**src/rtl/core/jddm_pkg.sv**
```systemverilog
`timescale 1ns / 1ps
// ----------------------------------------------------------------------------
// jddm_pkg
// Shared types, constants and the Q1.15 product for the drive mixer.
// ----------------------------------------------------------------------------
package jddm_pkg;

	localparam int SINE_ENTRIES_DEFAULT = 1024;
	localparam int ONE_Q15 = 32768;
	localparam int SMOOTH_GAIN_Q15 = 22938;
	localparam int DIV_STAGES = 8;
	localparam int SQRT_STAGES = 8;

	typedef enum logic [2:0] {
		REG_MIXING_MODE = 3'd0,
		REG_RESPONSE_CURVE = 3'd1,
		REG_DEAD_ZONE_LEVEL = 3'd2,
		REG_TURN_GAIN = 3'd3,
		REG_FULL_SCALE_DRIVE = 3'd4,
		REG_MIN_DRIVE = 3'd5,
		REG_FLIP_LEFT = 3'd6,
		REG_FLIP_RIGHT = 3'd7
	} cfg_reg_t;

	typedef enum logic [1:0] {
		MIX_ARCADE = 2'd0,
		MIX_TANK = 2'd1,
		MIX_CAR = 2'd2,
		MIX_SMOOTH = 2'd3
	} mix_mode_t;

	typedef enum logic [1:0] {
		CURVE_LINEAR = 2'd0,
		CURVE_SQUARE = 2'd1,
		CURVE_CUBE = 2'd2,
		CURVE_SQRT = 2'd3
	} curve_t;

	typedef struct packed {
		logic              zero;
		logic signed [16:0] sin;
		logic signed [16:0] cos;
	} side_t;

	typedef struct packed {
		logic              zero;
		logic signed [16:0] sin;
		logic signed [16:0] cos;
		logic [15:0]       r;
		logic [15:0]       sq;
		logic [15:0]       cube;
	} curve_side_t;

	function automatic logic signed [20:0] qmul(input logic signed [17:0] a,
		input logic signed [17:0] b);
		logic signed [35:0] p;
		logic [35:0] pm;
		logic [20:0] r;
		p = a * b;
		pm = p[35] ? 36'(-p) : 36'(p);
		r = 21'(pm >> 15);
		return p[35] ? -$signed(r) : $signed(r);
	endfunction

endpackage

```
**src/rtl/core/jddm_sqrt_pipe.sv**
```systemverilog
`timescale 1ns / 1ps
// ----------------------------------------------------------------------------
// jddm_sqrt_pipe
// Pipelined bit-pair integer square root of a 31-bit value.
// ----------------------------------------------------------------------------
module jddm_sqrt_pipe (
	input  logic        clk,
	input  logic        arst_n,
	input  logic        in_valid,
	input  logic [30:0] value,
	output logic        out_valid,
	output logic [15:0] root
);
	import jddm_pkg::*;

	localparam int STEPS = 16 / SQRT_STAGES;

	logic [SQRT_STAGES:0] vld_s;
	logic [31:0] v_s [SQRT_STAGES+1];
	logic [31:0] res_s [SQRT_STAGES+1];

	assign vld_s[0] = in_valid;
	assign v_s[0] = {1'b0, value};
	assign res_s[0] = '0;

	for (genvar g = 0; g < SQRT_STAGES; g++) begin : g_stage
		logic [31:0] v_n;
		logic [31:0] res_n;
		always_comb begin
			logic [31:0] b;
			v_n = v_s[g];
			res_n = res_s[g];
			for (int k = 0; k < STEPS; k++) begin
				b = 32'd1 << (30 - 2 * (g * STEPS + k));
				if (v_n >= res_n + b) begin
					v_n = v_n - (res_n + b);
					res_n = (res_n >> 1) + b;
				end else begin
					res_n = res_n >> 1;
				end
			end
		end
		always_ff @(posedge clk or negedge arst_n) begin
			if (!arst_n) begin
				vld_s[g+1] <= 1'b0;
			end else begin
				vld_s[g+1] <= vld_s[g];
			end
		end
		always_ff @(posedge clk) begin
			v_s[g+1] <= v_n;
			res_s[g+1] <= res_n;
		end
	end

	assign out_valid = vld_s[SQRT_STAGES];
	assign root = res_s[SQRT_STAGES][15:0];

endmodule

```
**config.mk**
```make
export PLATFORM = sky130hd
export DESIGN_NAME = jddm_sqrt_pipe
export DESIGN_NICKNAME = d
export VERILOG_FILES = /design/src/rtl/core/jddm_pkg.sv /design/src/rtl/core/jddm_sqrt_pipe.sv
export SDC_FILE = /design/constraint.sdc
export NUM_CORES = 1
export LEC_CHECK = 0
export ABC_AREA = 1
export BUFFER_PORTS_ARGS = -buffer_cell sky130_fd_sc_hd__buf_2
export CAP_MARGIN = 20
export CORE_UTILIZATION = 58
export CTS_CLUSTER_DIAMETER = 40
export DETAILED_ROUTE_END_ITERATION = 7
export GPL_TIMING_DRIVEN = 0
export PLACE_DENSITY = 0.87
export SLEW_MARGIN = 5
export SYNTH_ARGS = -nofsm -noshare
export SYNTH_HDL_FRONTEND = slang
export SYNTH_SLANG_ARGS = --single-unit
```
**constraint.sdc**
```tcl
create_clock -name clk -period 3.8 [get_ports clk]
set_clock_uncertainty 0.15 [all_clocks]
set_input_delay 0.38 -clock clk [delete_from_list [all_inputs] [get_ports clk]]
set_output_delay 0.38 -clock clk [all_outputs]
set_load 0.02 [all_outputs]
```
==> metrics.cfg <==
[routing]
wl_per_cell_um = 17.8
ant_nets = 0
first_pass_iters = 8
drcViolationCount = 0
wl_um = 67800
vias_per_cell = 5.79
route.vias.total = 22060
drt_iter0_markers = 2337

[synthesis]
async_flop_share_pct = 2.63
postSynthAreaPerCell_sq_um = 6.50
syn_inst = 3089
yosys_warnings = 0
syn-num-nets = 3277
synth_cell_types = 60
synth_area_sq_um = 20100
ys_seq_elements = 304
ys_seq_area_share_pct = 30.5
synth_edf_count = 0
ys.flop_type = dfxtp_1

[outcome]
outcome = finished, violations left
violations = negative setup slack

[run]
max_cap_violations = 0

[critical_path]
r2r-end = v_s[59]
critPathLaunchType = flip-flop
cp-end-kind = flip-flop
crit_chain = inv_4 -> ha_4 -> nand2_2 -> nor2_4 -> nand3_1 -> nand3_4 -> nand2_4 -> nand3_4 -> clkinv_8 -> buf_6 -> o21ai_4 -> ha_4 -> buf_4 -> a21oi_1 -> o21ai_1 -> a21oi_1 -> o21ai_2 -> nand2_2 -> nand2_2 -> o21bai_1 -> nand2_1 -> nand2_1 -> inv_1
crit_buf_inv = 5
startpoint = res_s[74]
r2r_cells = 23
r2r_slack_ps = -160
worstPathMaxFanout = 7
worstPathRequired_ps = 4120
path_class = flip-flop to flip-flop
cp_slowest_stage_delay_ps = 390
arrival_ps = 4280
cp_num_cells = 23
crit_slowest_cell = dfxtp_4
crit_path_end = v_s[59]
r2r_start = res_s[74]
critPathTopFamily = compound AO/OA/AOI/OAI gates
cpMostUsedCell = nand2_2

[grt]
grt.busiest_layer = met2
grt_max_degree = 20
use_met2_pct = 57.8
grt_usage_pct = 34.8
grt_pass1_wl_um = 99000
grt_overflow_total = 0
antenna_found_initial = 0
grtUsageMet3_pct = 5.39
grt_use_met1_pct = 43.4
grt_pass1_vias = 20332

[clocking]
cts_tree = yes
cts_buffers = 43
htree_levels = 2
clock_latency_ps = 580
cts_sinks = 304
clkTransAtPathRegs_ps = 60
clock_path_buffers = 3
cts_root_buf = clkbuf_16

[timing]
tightest_slew_ps = 821
fmax_mhz = 252
final_hold_viol_count = 0
fin_ws_ps = -163
slew_viol_final = 0
min_period_ps = 3960
max_slew_margin_pct = 44.7
rsz0062_at_grt = yes
fin_crit_sh_pct = 104
tns_ps = -3920
setup_viol = 41

[cells_and_area]
final_nets = 3518
final_cells = 3813
area_growth_pct = 26.1
n_antenna_cell = 0
layout_common_cells = 887 x nand2_1, 422 x inv_1, 310 x nor2_1
design_area_sq_um = 25300
fin_util_pct = 75.0
mostFrequentLayoutCell = nand2_1
drive_gt1_share_pct = 19.0

[place]
port_buffers = 50
pre_cts_slack_ps = -1070
dp_hpwl_um = 46500
dp_cells = 3587
place_congestion = 1.01
placed_area_sq_um = 20900

[floorplanning]
start_util_pct = 59.5
rows = 67
die_width_um = 188
io_pins = 51
core_area_sq_um = 33800
die_y_um = 188
dieArea_sq_um = 35400

[pwr]
switchingPower_uw = 11500
p_int_uw = 11900
comb_power_share_pct = 61.7
switching_share_pct = 49.1
power.leakage_uw = 0.0126
power.density_nw_per_um2 = 921
pwr-share-clk_pct = 17.5
p_seq_share_pct = 20.8
irDropWorstVdd_v = 0.000510

[worst_hold_path]
hp-class = primary input to asynchronous set/reset pin

-- logic make-up (layout without fill, tap and decap cells) --
group / count (synthesis) / count (layout) / synth area share [%]
compound gates: 318 / 318 / 8.74
xor+xnor: 118 / 118 / 5.18
fa+ha+maj: 154 / 154 / 9.59
buf+inv: 501 / 777 / 9.78
flops: 304 / 304 / 30.5
mux: 2 / 2 / 0.106
simple gates: 1692 / 1692 / 36.1
-- routing by layer --
metal	vias to the layer above	wire length, um
li1	10355	-
met1	10014	26100
met2	1332	30800
met3	359	6570
met4	0	4360
met5	-	0
-- state kept, by name, summed over array words and instances (netlist names) --
register,flops
out_valid,1
res_s,56
root,16
v_s,224
vld_s,7
-- per-stage QoR --
stage	hold slack, ps	total power [uW]
global route	31.9	24900
detailed placement	73.6	15800
CTS	9.22	21100
finish	31.7	23300
global placement	66.0	15600
floorplan	-65.6	13100
-- power groups by stage --
stage               Sequential (uW)  Clock [uW]  Combinational [uW]
floorplan                      4470           0                8640
global placement               4720           0               10900
detailed placement             4730           0               11100
CTS                            4750        4100               12300
global route                   4900        4270               15700
finish                         4860        4090               14400
-- how the worst min path moves through the flow --
stage,endpoint,slack [ps],cells after the start
6_report,vld_s[6],30,2
5_1_grt,out_valid,30,2
3_3_place_gp,vld_s[7],70,1
4_1_cts,vld_s[6],9,2
2_1_floorplan,out_valid,-70,0
3_5_place_dp,out_valid,70,1
-- Yosys cell counts (all sizes together) (3+ instances only) --
cell type | number | area share [%]
buf | 20 | 0.78
inv | 471 | 8.8
nand3 | 235 | 6.4
a21boi | 3 | 0.11
nand4 | 64 | 2.0
o21bai | 10 | 0.37
o211ai | 6 | 0.22
a21oi | 142 | 3.7
and2 | 3 | 0.093
nor2 | 350 | 6.9
clkbuf | 8 | 0.15
nand2 | 965 | 18
nor3 | 34 | 0.90
o21a | 4 | 0.15
xor2 | 71 | 3.1
nand3b | 11 | 0.41
dfrtp | 8 | 1.0
o21ai | 131 | 3.3
ha | 154 | 9.6
a21o | 5 | 0.19
dfxtp | 296 | 29
or2 | 5 | 0.17
a31oi | 3 | 0.093
nor4 | 21 | 0.65
a211oi | 3 | 0.11
xnor2 | 47 | 2.0
-- layout make-up --
| cell class | instances | area [sq um] |
|---|---|---|
| multi-input cells | 2284 | 13500 |
| fillers | 2328 | 8450 |
| flip-flops and latches | 304 | 6180 |
| inverters | 473 | 1830 |
| repair buffers | 200 | 1510 |
| clock buffers | 49 | 1120 |
| well taps | 448 | 561 |
| clock inverters | 31 | 379 |
| plain buffers | 24 | 265 |
-- timing repair --
item / 4_1_cts / 5_1_grt
hold endpoints to repair: 41 / 0
cloned: 3 / 1
setup buffers: 49 / 63
resized for setup: 197 / 239
endpoints found under the setup margin: 105 / 106
pin swaps: 43 / 85
hold buffers: 34 / 0
(Power assumes the default switching activity.)
