==> src/rtl/core/jddm_pkg.sv <==
`timescale 1ns / 1ps
// ----------------------------------------------------------------------------
// jddm_pkg
// Shared types, constants and the Q1.15 product for the drive mixer.
// ----------------------------------------------------------------------------
package jddm_pkg;

	localparam int SINE_ENTRIES_DEFAULT = 1024;
	localparam int ONE_Q15 = 32768;
	localparam int SMOOTH_GAIN_Q15 = 22938;
	localparam int DIV_STAGES = 8;
	localparam int SQRT_STAGES = 8;

	typedef enum logic [2:0] {
		REG_MIXING_MODE = 3'd0,
		REG_RESPONSE_CURVE = 3'd1,
		REG_DEAD_ZONE_LEVEL = 3'd2,
		REG_TURN_GAIN = 3'd3,
		REG_FULL_SCALE_DRIVE = 3'd4,
		REG_MIN_DRIVE = 3'd5,
		REG_FLIP_LEFT = 3'd6,
		REG_FLIP_RIGHT = 3'd7
	} cfg_reg_t;

	typedef enum logic [1:0] {
		MIX_ARCADE = 2'd0,
		MIX_TANK = 2'd1,
		MIX_CAR = 2'd2,
		MIX_SMOOTH = 2'd3
	} mix_mode_t;

	typedef enum logic [1:0] {
		CURVE_LINEAR = 2'd0,
		CURVE_SQUARE = 2'd1,
		CURVE_CUBE = 2'd2,
		CURVE_SQRT = 2'd3
	} curve_t;

	typedef struct packed {
		logic              zero;
		logic signed [16:0] sin;
		logic signed [16:0] cos;
	} side_t;

	typedef struct packed {
		logic              zero;
		logic signed [16:0] sin;
		logic signed [16:0] cos;
		logic [15:0]       r;
		logic [15:0]       sq;
		logic [15:0]       cube;
	} curve_side_t;

	function automatic logic signed [20:0] qmul(input logic signed [17:0] a,
		input logic signed [17:0] b);
		logic signed [35:0] p;
		logic [35:0] pm;
		logic [20:0] r;
		p = a * b;
		pm = p[35] ? 36'(-p) : 36'(p);
		r = 21'(pm >> 15);
		return p[35] ? -$signed(r) : $signed(r);
	endfunction

endpackage

==> src/rtl/core/jddm_div_pipe.sv <==
`timescale 1ns / 1ps
// ----------------------------------------------------------------------------
// jddm_div_pipe
// Pipelined restoring divider: quot = floor(diff * 32768 / den), diff <= den.
// ----------------------------------------------------------------------------
module jddm_div_pipe (
	input  logic        clk,
	input  logic        arst_n,
	input  logic        in_valid,
	input  logic [15:0] diff,
	input  logic [15:0] den,
	output logic        out_valid,
	output logic [15:0] quot
);
	import jddm_pkg::*;

	localparam int STEPS = 16 / DIV_STAGES;

	logic [DIV_STAGES:0] vld_s;
	logic [16:0] rem_s [DIV_STAGES+1];
	logic [15:0] nb_s [DIV_STAGES+1];
	logic [15:0] q_s [DIV_STAGES+1];
	logic [15:0] den_s [DIV_STAGES+1];

	assign vld_s[0] = in_valid;
	assign rem_s[0] = {2'b00, diff[15:1]};
	assign nb_s[0] = {diff[0], 15'd0};
	assign q_s[0] = '0;
	assign den_s[0] = den;

	for (genvar g = 0; g < DIV_STAGES; g++) begin : g_stage
		logic [16:0] rem_n;
		logic [15:0] nb_n;
		logic [15:0] q_n;
		always_comb begin
			logic [16:0] t;
			rem_n = rem_s[g];
			nb_n = nb_s[g];
			q_n = q_s[g];
			for (int k = 0; k < STEPS; k++) begin
				t = {rem_n[15:0], nb_n[15]};
				nb_n = {nb_n[14:0], 1'b0};
				if (t >= {1'b0, den_s[g]}) begin
					rem_n = t - {1'b0, den_s[g]};
					q_n = {q_n[14:0], 1'b1};
				end else begin
					rem_n = t;
					q_n = {q_n[14:0], 1'b0};
				end
			end
		end
		always_ff @(posedge clk or negedge arst_n) begin
			if (!arst_n) begin
				vld_s[g+1] <= 1'b0;
			end else begin
				vld_s[g+1] <= vld_s[g];
			end
		end
		always_ff @(posedge clk) begin
			rem_s[g+1] <= rem_n;
			nb_s[g+1] <= nb_n;
			q_s[g+1] <= q_n;
			den_s[g+1] <= den_s[g];
		end
	end

	assign out_valid = vld_s[DIV_STAGES];
	assign quot = q_s[DIV_STAGES];

endmodule

==> config.mk <==
export PLATFORM = sky130hd
export DESIGN_NAME = jddm_div_pipe
export DESIGN_NICKNAME = d
export VERILOG_FILES = /design/src/rtl/core/jddm_pkg.sv /design/src/rtl/core/jddm_div_pipe.sv
export SDC_FILE = /design/constraint.sdc
export NUM_CORES = 1
export LEC_CHECK = 0
export ABC_AREA = 1
export BUFFER_PORTS_ARGS = -buffer_cell sky130_fd_sc_hd__buf_2
export CAP_MARGIN = 10
export CORE_UTILIZATION = 35
export CTS_BUF_LIST = sky130_fd_sc_hd__clkbuf_8
export DETAILED_ROUTE_END_ITERATION = 16
export HOLD_SLACK_MARGIN = 0.08
export PLACE_DENSITY = 0.52
export SYNTH_ARGS = -nofsm -noshare
export SYNTH_HDL_FRONTEND = slang
export SYNTH_SLANG_ARGS = --single-unit
==> constraint.sdc <==
create_clock -name clk -period 3.8 [get_ports clk]
set_input_delay 0.38 -clock clk [delete_from_list [all_inputs] [get_ports clk]]
set_output_delay 0.38 -clock clk [all_outputs]
set_load 0.01 [all_outputs]
==> results of run 1 <==
logic make-up after synthesis:
logic type | count (synthesis)
flops | 304
buf+inv | 516
compound gates | 385
fa+ha+maj | 258
simple gates | 1886
xor+xnor | 147
state kept, by name, indices dropped and copies added, names as in the netlist:
signal and flops:
den_s 112, rem_s 112, q_s 56, quot 16, vld_s 7, out_valid 1
routing by layer:
metal  part of all wire [%]  global-route usage, %  vias to the layer above
met3                    3.8                   2.38                      134
met1                     46                   28.1                    10100
met2                     46                   36.2                      474
met5                      0                      0                        -
met4                    4.0                   9.59                        0
li1                       -                      -                    11900
stage by stage:
stage | hold WS [ns] | instance area (um^2) | utilization [%] | setup TNS, ns
6_report | 0.134 | 28300 | 43.6 | 0
5_1_grt | 0.133 | 28300 | 43.6 | -0.0257
4_1_cts | 0.0957 | 27600 | 42.6 | 0
3_5_place_dp | 0.230 | 26100 | 40.2 | -0.00396
3_3_place_gp | 0.226 | 26100 | 40.2 | -0.340
2_1_floorplan | 0.0844 | 23200 | - | 0
layout make-up:
cell class | count | area share, %
antenna | 2 | 0.0177
clock buffer | 73 | 3.55
clock inverter | 31 | 1.23
inverter | 473 | 6.37
multi-input combinational | 2678 | 54.7
sequential | 304 | 21.7
tap | 855 | 3.78
timing repair buffer | 323 | 8.64
timing repair inverter | 2 | 0.0530
tightest hold or removal path, delay by kind of cell:
kind                   cells  cell delay, ns
AOI/OAI and AO/OA          1            0.09
buffers and inverters      1            0.09
and+or+nand+nor            3            0.20
final timing paths:
kind | slack [ns] | cells after the start | endpoint
max | 0.19 | 23 | rem_s[62]$_DFF_P_
min | 0.13 | 5 | rem_s[122]$_DFF_P_
max reg2reg | 0.19 | 23 | rem_s[62]$_DFF_P_
min reg2reg | 0.32 | 0 | quot[5]$_DFF_P_
max in group asynchronous | 2.82 | 3 | vld_s[1]$_DFF_PN0_
min in group asynchronous | 0.72 | 3 | vld_s[4]$_DFF_PN0_
cells in the final DEF (no fill, tap or decap), drive strengths merged, types with 27 or more instances in the layout:
cell type,count
nand2,1231
inv,481
buf,303
dfxtp,296
nand3,293
ha,249
nor2,207
a21oi,200
o21ai,121
xor2,86
clkbuf,73
xnor2,61
nand4,47
nor3,29
or2,28
nand3b,27
timing repair:
action / in CTS / in global routing
hold endpoints to repair: 27 / 0
pin swaps: 0 / 8
cloned: 0 / 4
hold buffers: 20 / 0
setup buffers: 0 / 6
endpoints found under the setup margin: 13 / 119
resized for setup: 1 / 126
==> impl_results.md, run 1 <==
- Run status: finished clean
- Wire length of the first global-routing pass: 115 mm
- Post-Place Setup Slack: -0.00396 ns
- Post-Synthesis Cells: 3496
- Cell Count, Final, Fillers Out: 4741
- CTS tree: done
- Fmax: 0.277 GHz
- First drt pass iteration count: 5
- Placed wire-length estimate after detailed placement: slightly above 60 mm
- Portion of synthesized cell area occupied by the leading cell type: 25.6%
- Simple-gate portion of the synthesized area: 35.5%
- Main area contributors after synthesis: dfxtp_1 (26%), nand2_1 (19%), ha_1 (13%), inv_1 (7.4%), nand3_1 (6.0%)
- Wire length per cell after detailed routing: 15.6 um
- Remaining antenna violation count after routing: 0
- Via count of the first global-routing pass: about 22000
- Vertical extent of the die: approximately 260 um
- Nets: 4131
- Worst reg2reg path startpoint: den_s[66]$_DFF_P_
- Fin worst setup slack: 0.186 ns
- Relative max-transition margin: between 60 and 70%
- Largest area contributor in the synthesized netlist: dfxtp_1
- Unrepaired setup endpoints after global routing: yes
- Count leader, synth: nand2_1
- Width of the die: 259 um
- Congestion Overflow GR: 0
- Data arrival at the endpoint of the critical path: around 4.2 ns
- Area taken by flip-flops and latches: 6140 um^2
- Count of fill cells added during filler insertion: between 6000 and 7000
- Final Critical Period: 3.61 ns
- Post-synthesis to final-layout area growth: 22.2%
- Critical path peak fanout: 13
- Port buffer count: 51
- CTS clk-pin slew, worst paths: 0.06 ns
- Proportion of synthesized area in mux cells: 0%
- Layout Skew: 0.0347 ns
- Multi-input combinational cell area: 15500 um^2
- Die outline area: 67200 um^2
- CTS Root Buffer Type: clkbuf_8
- Number of max-slew violations in the final report: 0
- Number of library cell types mapped by synthesis: 54
- Prevailing post-synth register cell: dfxtp_1
- Post-synthesis area per instance: about 6.6 um^2
- Via Count: approximately 23000
- Total number of yosys warnings: 0
- Average via count per standard cell: 4.76
- Final count of negative-setup-slack endpoints: 0
- Crit path max-delay cell type: ha_2
- RePlAce Congestion: 0.941
- Number of antenna violations at the first check in global routing: 1
- FP Rows: 93
- Path class of the lowest-slack min-delay path: in2reg
- Number of cells in the design after placement: 4605
- Fraction of final layout cells with drive strength greater than 1: 16.6%
- GR Util All Layers: approximately 22%
- Largest net degree at the start of global routing: 25
- Initial core utilization: 35.7%
- Number of max-cap violations: 0
- Crit path largest cell delay: 0.44 ns
- Xor and xnor fraction of the mapped netlist area: roughly 5.6%
- Register area share after synthesis: 26.4%
- Transition time at the pin with the least slew margin: 0.577 ns
- Commonest cells post-synth: nand2_1 (1184), inv_1 (456), dfxtp_1 (296), nand3_1 (279), ha_1 (249)
- Data required time at the worst endpoint: 4.34 ns
- Number of clock buffers inserted by TritonCTS: 56
- Series of cell instances along the critical path: inv_1 > ha_2 > nand2_1 > nor2_2 > nand3_1 > nand3_1 > nand3_2 > nand2_4 > nand3_1 > nand2_1 > ha_1 > nand2_1 > nand2_1 > nand2_1 > nand2_1 > a21oi_1 > nand2_1 > nand2_1 > nand2_1 > nand2_2 > nand3_2 > nand2_1 > nand2_1
- Top cell family by delay on the critical path: simple AND/OR/NAND/NOR gates
- Clock insertion delay at the later pin of the skew report: 0.67 ns
- Flop and latch count out of synthesis: about 300
- Mapped Area: 23200 um^2
- Number of enable flip-flop cells after synthesis: 0
- Critical path class: reg2reg
- Share of the clock period used by the worst path after layout: 95.1%
- Maximum clock path buffer count: 3
- Synthesized-area fraction occupied by adder cells: 14.2%
- Drt initial violations: 1477
- Area fraction in compound gates after synthesis: under 10%
- Clock sink count: just over 300
- Number of nets produced by synthesis: 3789
- Startpoint type of the worst setup path: register
- Most frequent cell on the critical path: nand2_1
- Worst min-delay path startpoint: diff[2]
- Ys async rst share: 2.63%
- Hold violation count in the final report: 0
- Worst path buffer plus inverter count: 1
- Num ports: 52
- Combinational family with the most area after synthesis: simple AND/OR/NAND/NOR gates
- Crit path launch: den_s[66]$_DFF_P_
- Element type at the critical path end: register
- Remaining design rule violation count: 0
- CTS HTree Levels: 2
- Core area: 64900 um^2
- Total length of routed wires: 74.0 mm
Power of run 1 is left out: the tool's default activity adds up to more than one toggle a clock period on the data nets, which glitch-free logic cannot reach.
==> run 2, diff against run 1 <==
CELL_PAD_IN_SITES_DETAIL_PLACEMENT = 1   (was not set)
CELL_PAD_IN_SITES_GLOBAL_PLACEMENT = 2   (was not set)
PLACE_DENSITY = 0.81   (was 0.52)
==> run 2 against run 1 <==
Utilization increased by 0.40 points. Worst setup slack got worse by 0.022 ns. Largest cell class unchanged. Critical endpoint is now rem_s[130]$_DFF_P_. Critical path type is now in2reg. Global-route usage increased by 3.4 points. Sequential share of layout area decreased by 0.19 points. Fmax decreased by 0.59%.
==> impl_results.md, run 2 (synthesized netlist as in run 1, its figures left out) <==
- Wire length per cell after detailed routing: 18.2 um (+17%)
- Fraction of final layout cells with drive strength greater than 1: 17.9% (+1.3 points)
- CTS clk-pin slew, worst paths: 0.07 ns (about the same)
- Share of the clock period used by the worst path after layout: 95.7% (+0.57 points)
- FP Rows: 93 (unchanged)
- Remaining design rule violation count: 0 (unchanged)
- Placed wire-length estimate after detailed placement: 71.0 mm (+16%)
- Initial core utilization: 35.7% (unchanged)
- Largest net degree at the start of global routing: 25 (unchanged)
- RePlAce Congestion: 0.937 (-0.35%)
- Clock insertion delay at the later pin of the skew report: 0.66 ns (about the same)
- Nets: 4121 (-0.24%)
- Remaining antenna violation count after routing: 0 (unchanged)
- Hold violation count in the final report: 0 (unchanged)
- Width of the die: 259 um (unchanged)
- Run status: finished clean
- Series of cell instances along the critical path: dlygate4sd3_1 > buf_2 > inv_1 > ha_1 > nand2_1 > inv_1 > a21oi_1 > nand2_1 > nand2_1 > nand3_2 > buf_4 > nor2_1 > nor2_2 > ha_1 > nand2_1 > nor4_1 > a21oi_1 > o21ai_2 > inv_1 > nand3_2 > buf_12 > nand2_1 > nand2_1
- Vertical extent of the die: 259 um (unchanged)
- Fin worst setup slack: 0.164 ns (-0.0216 ns)
- Largest registers: den_s (112), rem_s (112), q_s (56)
- Top cell family by delay on the critical path: simple AND/OR/NAND/NOR gates
- Worst path buffer plus inverter count: 7 (+6)
- Final Critical Period: 3.64 ns (+0.0216 ns)
- Average via count per standard cell: 5.01 (+5.3%)
- Commonest cells after routing, fill and taps aside: nand2_1 (1165), inv_1 (456), dfxtp_1 (279)
- Area post-placement: 26000 um^2 (-0.40%)
- Core area: 64900 um^2 (unchanged)
- Post-Place Setup Slack: -0.120 ns (-0.116 ns)
- Clock sink count: 304 (unchanged)
- Crit path max-delay cell type: dlygate4sd3_1
- Data required time at the worst endpoint: 4.37 ns (+0.03 ns)
- Congestion Overflow GR: 0 (unchanged)
- Data arrival at the endpoint of the critical path: 4.20 ns (+0.04 ns)
- Count of fill cells added during filler insertion: 8465 (+22%)
- Critical path class: in2reg
- Number of clock buffers inserted by TritonCTS: 54 (-3.6%)
- Cell area after layout: 28600 um^2 (+0.91%)
- Area taken by flip-flops and latches: 6150 um^2 (about the same)
- Hold slack: 0.151 ns (+0.0169 ns)
- Via count of the first global-routing pass: 24600 (+14%)
- Die outline area: 67200 um^2 (unchanged)
- Number of max-cap violations: 0 (unchanged)
- Multi-input combinational cell area: 15900 um^2 (+2.8%)
- CTS HTree Levels: 2 (unchanged)
- Layout Skew: 0.0555 ns (+0.0208 ns)
- Element type at the critical path end: register
- Post-synthesis to final-layout area growth: 23.3%
- Transition time at the pin with the least slew margin: 0.486 ns (-0.0909 ns)
- Drt initial violations: 1019 (-31%)
- Startpoint type of the worst setup path: input pin
- CTS tree: done
- Number of antenna violations at the first check in global routing: 1 (unchanged)
- Maximum clock path buffer count: 3 (unchanged)
- Wire length of the first global-routing pass: 133 mm (+16%)
- First drt pass iteration count: 5 (unchanged)
- Critical path peak fanout: 15 (+2)
- Final count of negative-setup-slack endpoints: 0 (unchanged)
- GR Util All Layers: 25.1% (+3.4 points)
- Total length of routed wires: 86.1 mm (+16%)
- Crit path largest cell delay: 0.53 ns (+0.09 ns)
- Via Count: 23700 (+4.9%)
- Port buffer count: 51 (unchanged)
- Path class of the lowest-slack min-delay path: in2async
- Most frequent cell on the critical path: nand2_1
- Number of max-slew violations in the final report: 0 (unchanged)
- Num ports: 52 (unchanged)
- Most frequent standard cell in the layout excluding fill and tap cells: nand2_1
- CTS Root Buffer Type: clkbuf_8
- Fmax: 0.275 GHz (-0.59%)
- Relative max-transition margin: 67.5% (+6.4 points)
run 2: timing repair:
item	CTS	global route
hold buffers	18	0
endpoints found under the hold margin	26	0
setup buffers	2	16
setup endpoints to repair	43	120
cloned	0	5
pin swaps	2	19
gates resized for setup	11	214
run 2: final cells by class:
type | instances | area share, %
Antenna cell | 1 | 0.00876
Multi-Input combinational cell | 2680 | 55.7
Tap cell | 855 | 3.74
Clock inverter | 31 | 0.928
Clock buffer | 66 | 3.18
Timing Repair inverter | 1 | 0.0307
Sequential cell | 304 | 21.5
Inverter | 473 | 6.35
Timing Repair Buffer | 314 | 8.54
run 2: metal layers:
layer	share of wire (%)	wire length (um)	global-route usage [%]
met5	0	0	0
met4	3.2	2770	7.96
met3	2.8	2430	2.66
met2	49	41800	45.0
met1	45	39200	31.2
run 2: stage by stage:
step / cells / setup TNS [ns] / utilization, %
2_1_floorplan: 3496 / 0 / -
3_3_place_gp: 4586 / -0.139 / 40.0
3_5_place_dp: 4586 / -2.33 / 40.0
4_1_cts: 4703 / 0 / 42.2
5_1_grt: 4725 / -0.650 / 44.0
6_report: 4725 / 0 / 44.0
run 2: final timing paths:
path,start,to,slack [ns],cells after the start
max reg2reg,den_s[118]$_DFF_P_,rem_s[103]$_DFF_P_,0.18,20
min reg2reg,q_s[19]$_DFF_P_,quot[5]$_DFF_P_,0.29,0
max in group asynchronous,arst_n,vld_s[1]$_DFF_PN0_,3.48,2
max,den[7],rem_s[130]$_DFF_P_,0.16,23
min in group clk,diff[2],rem_s[122]$_DFF_P_,0.16,5
min,arst_n,vld_s[2]$_DFF_PN0_,0.15,2
Power of run 2 is left out for the same reason.
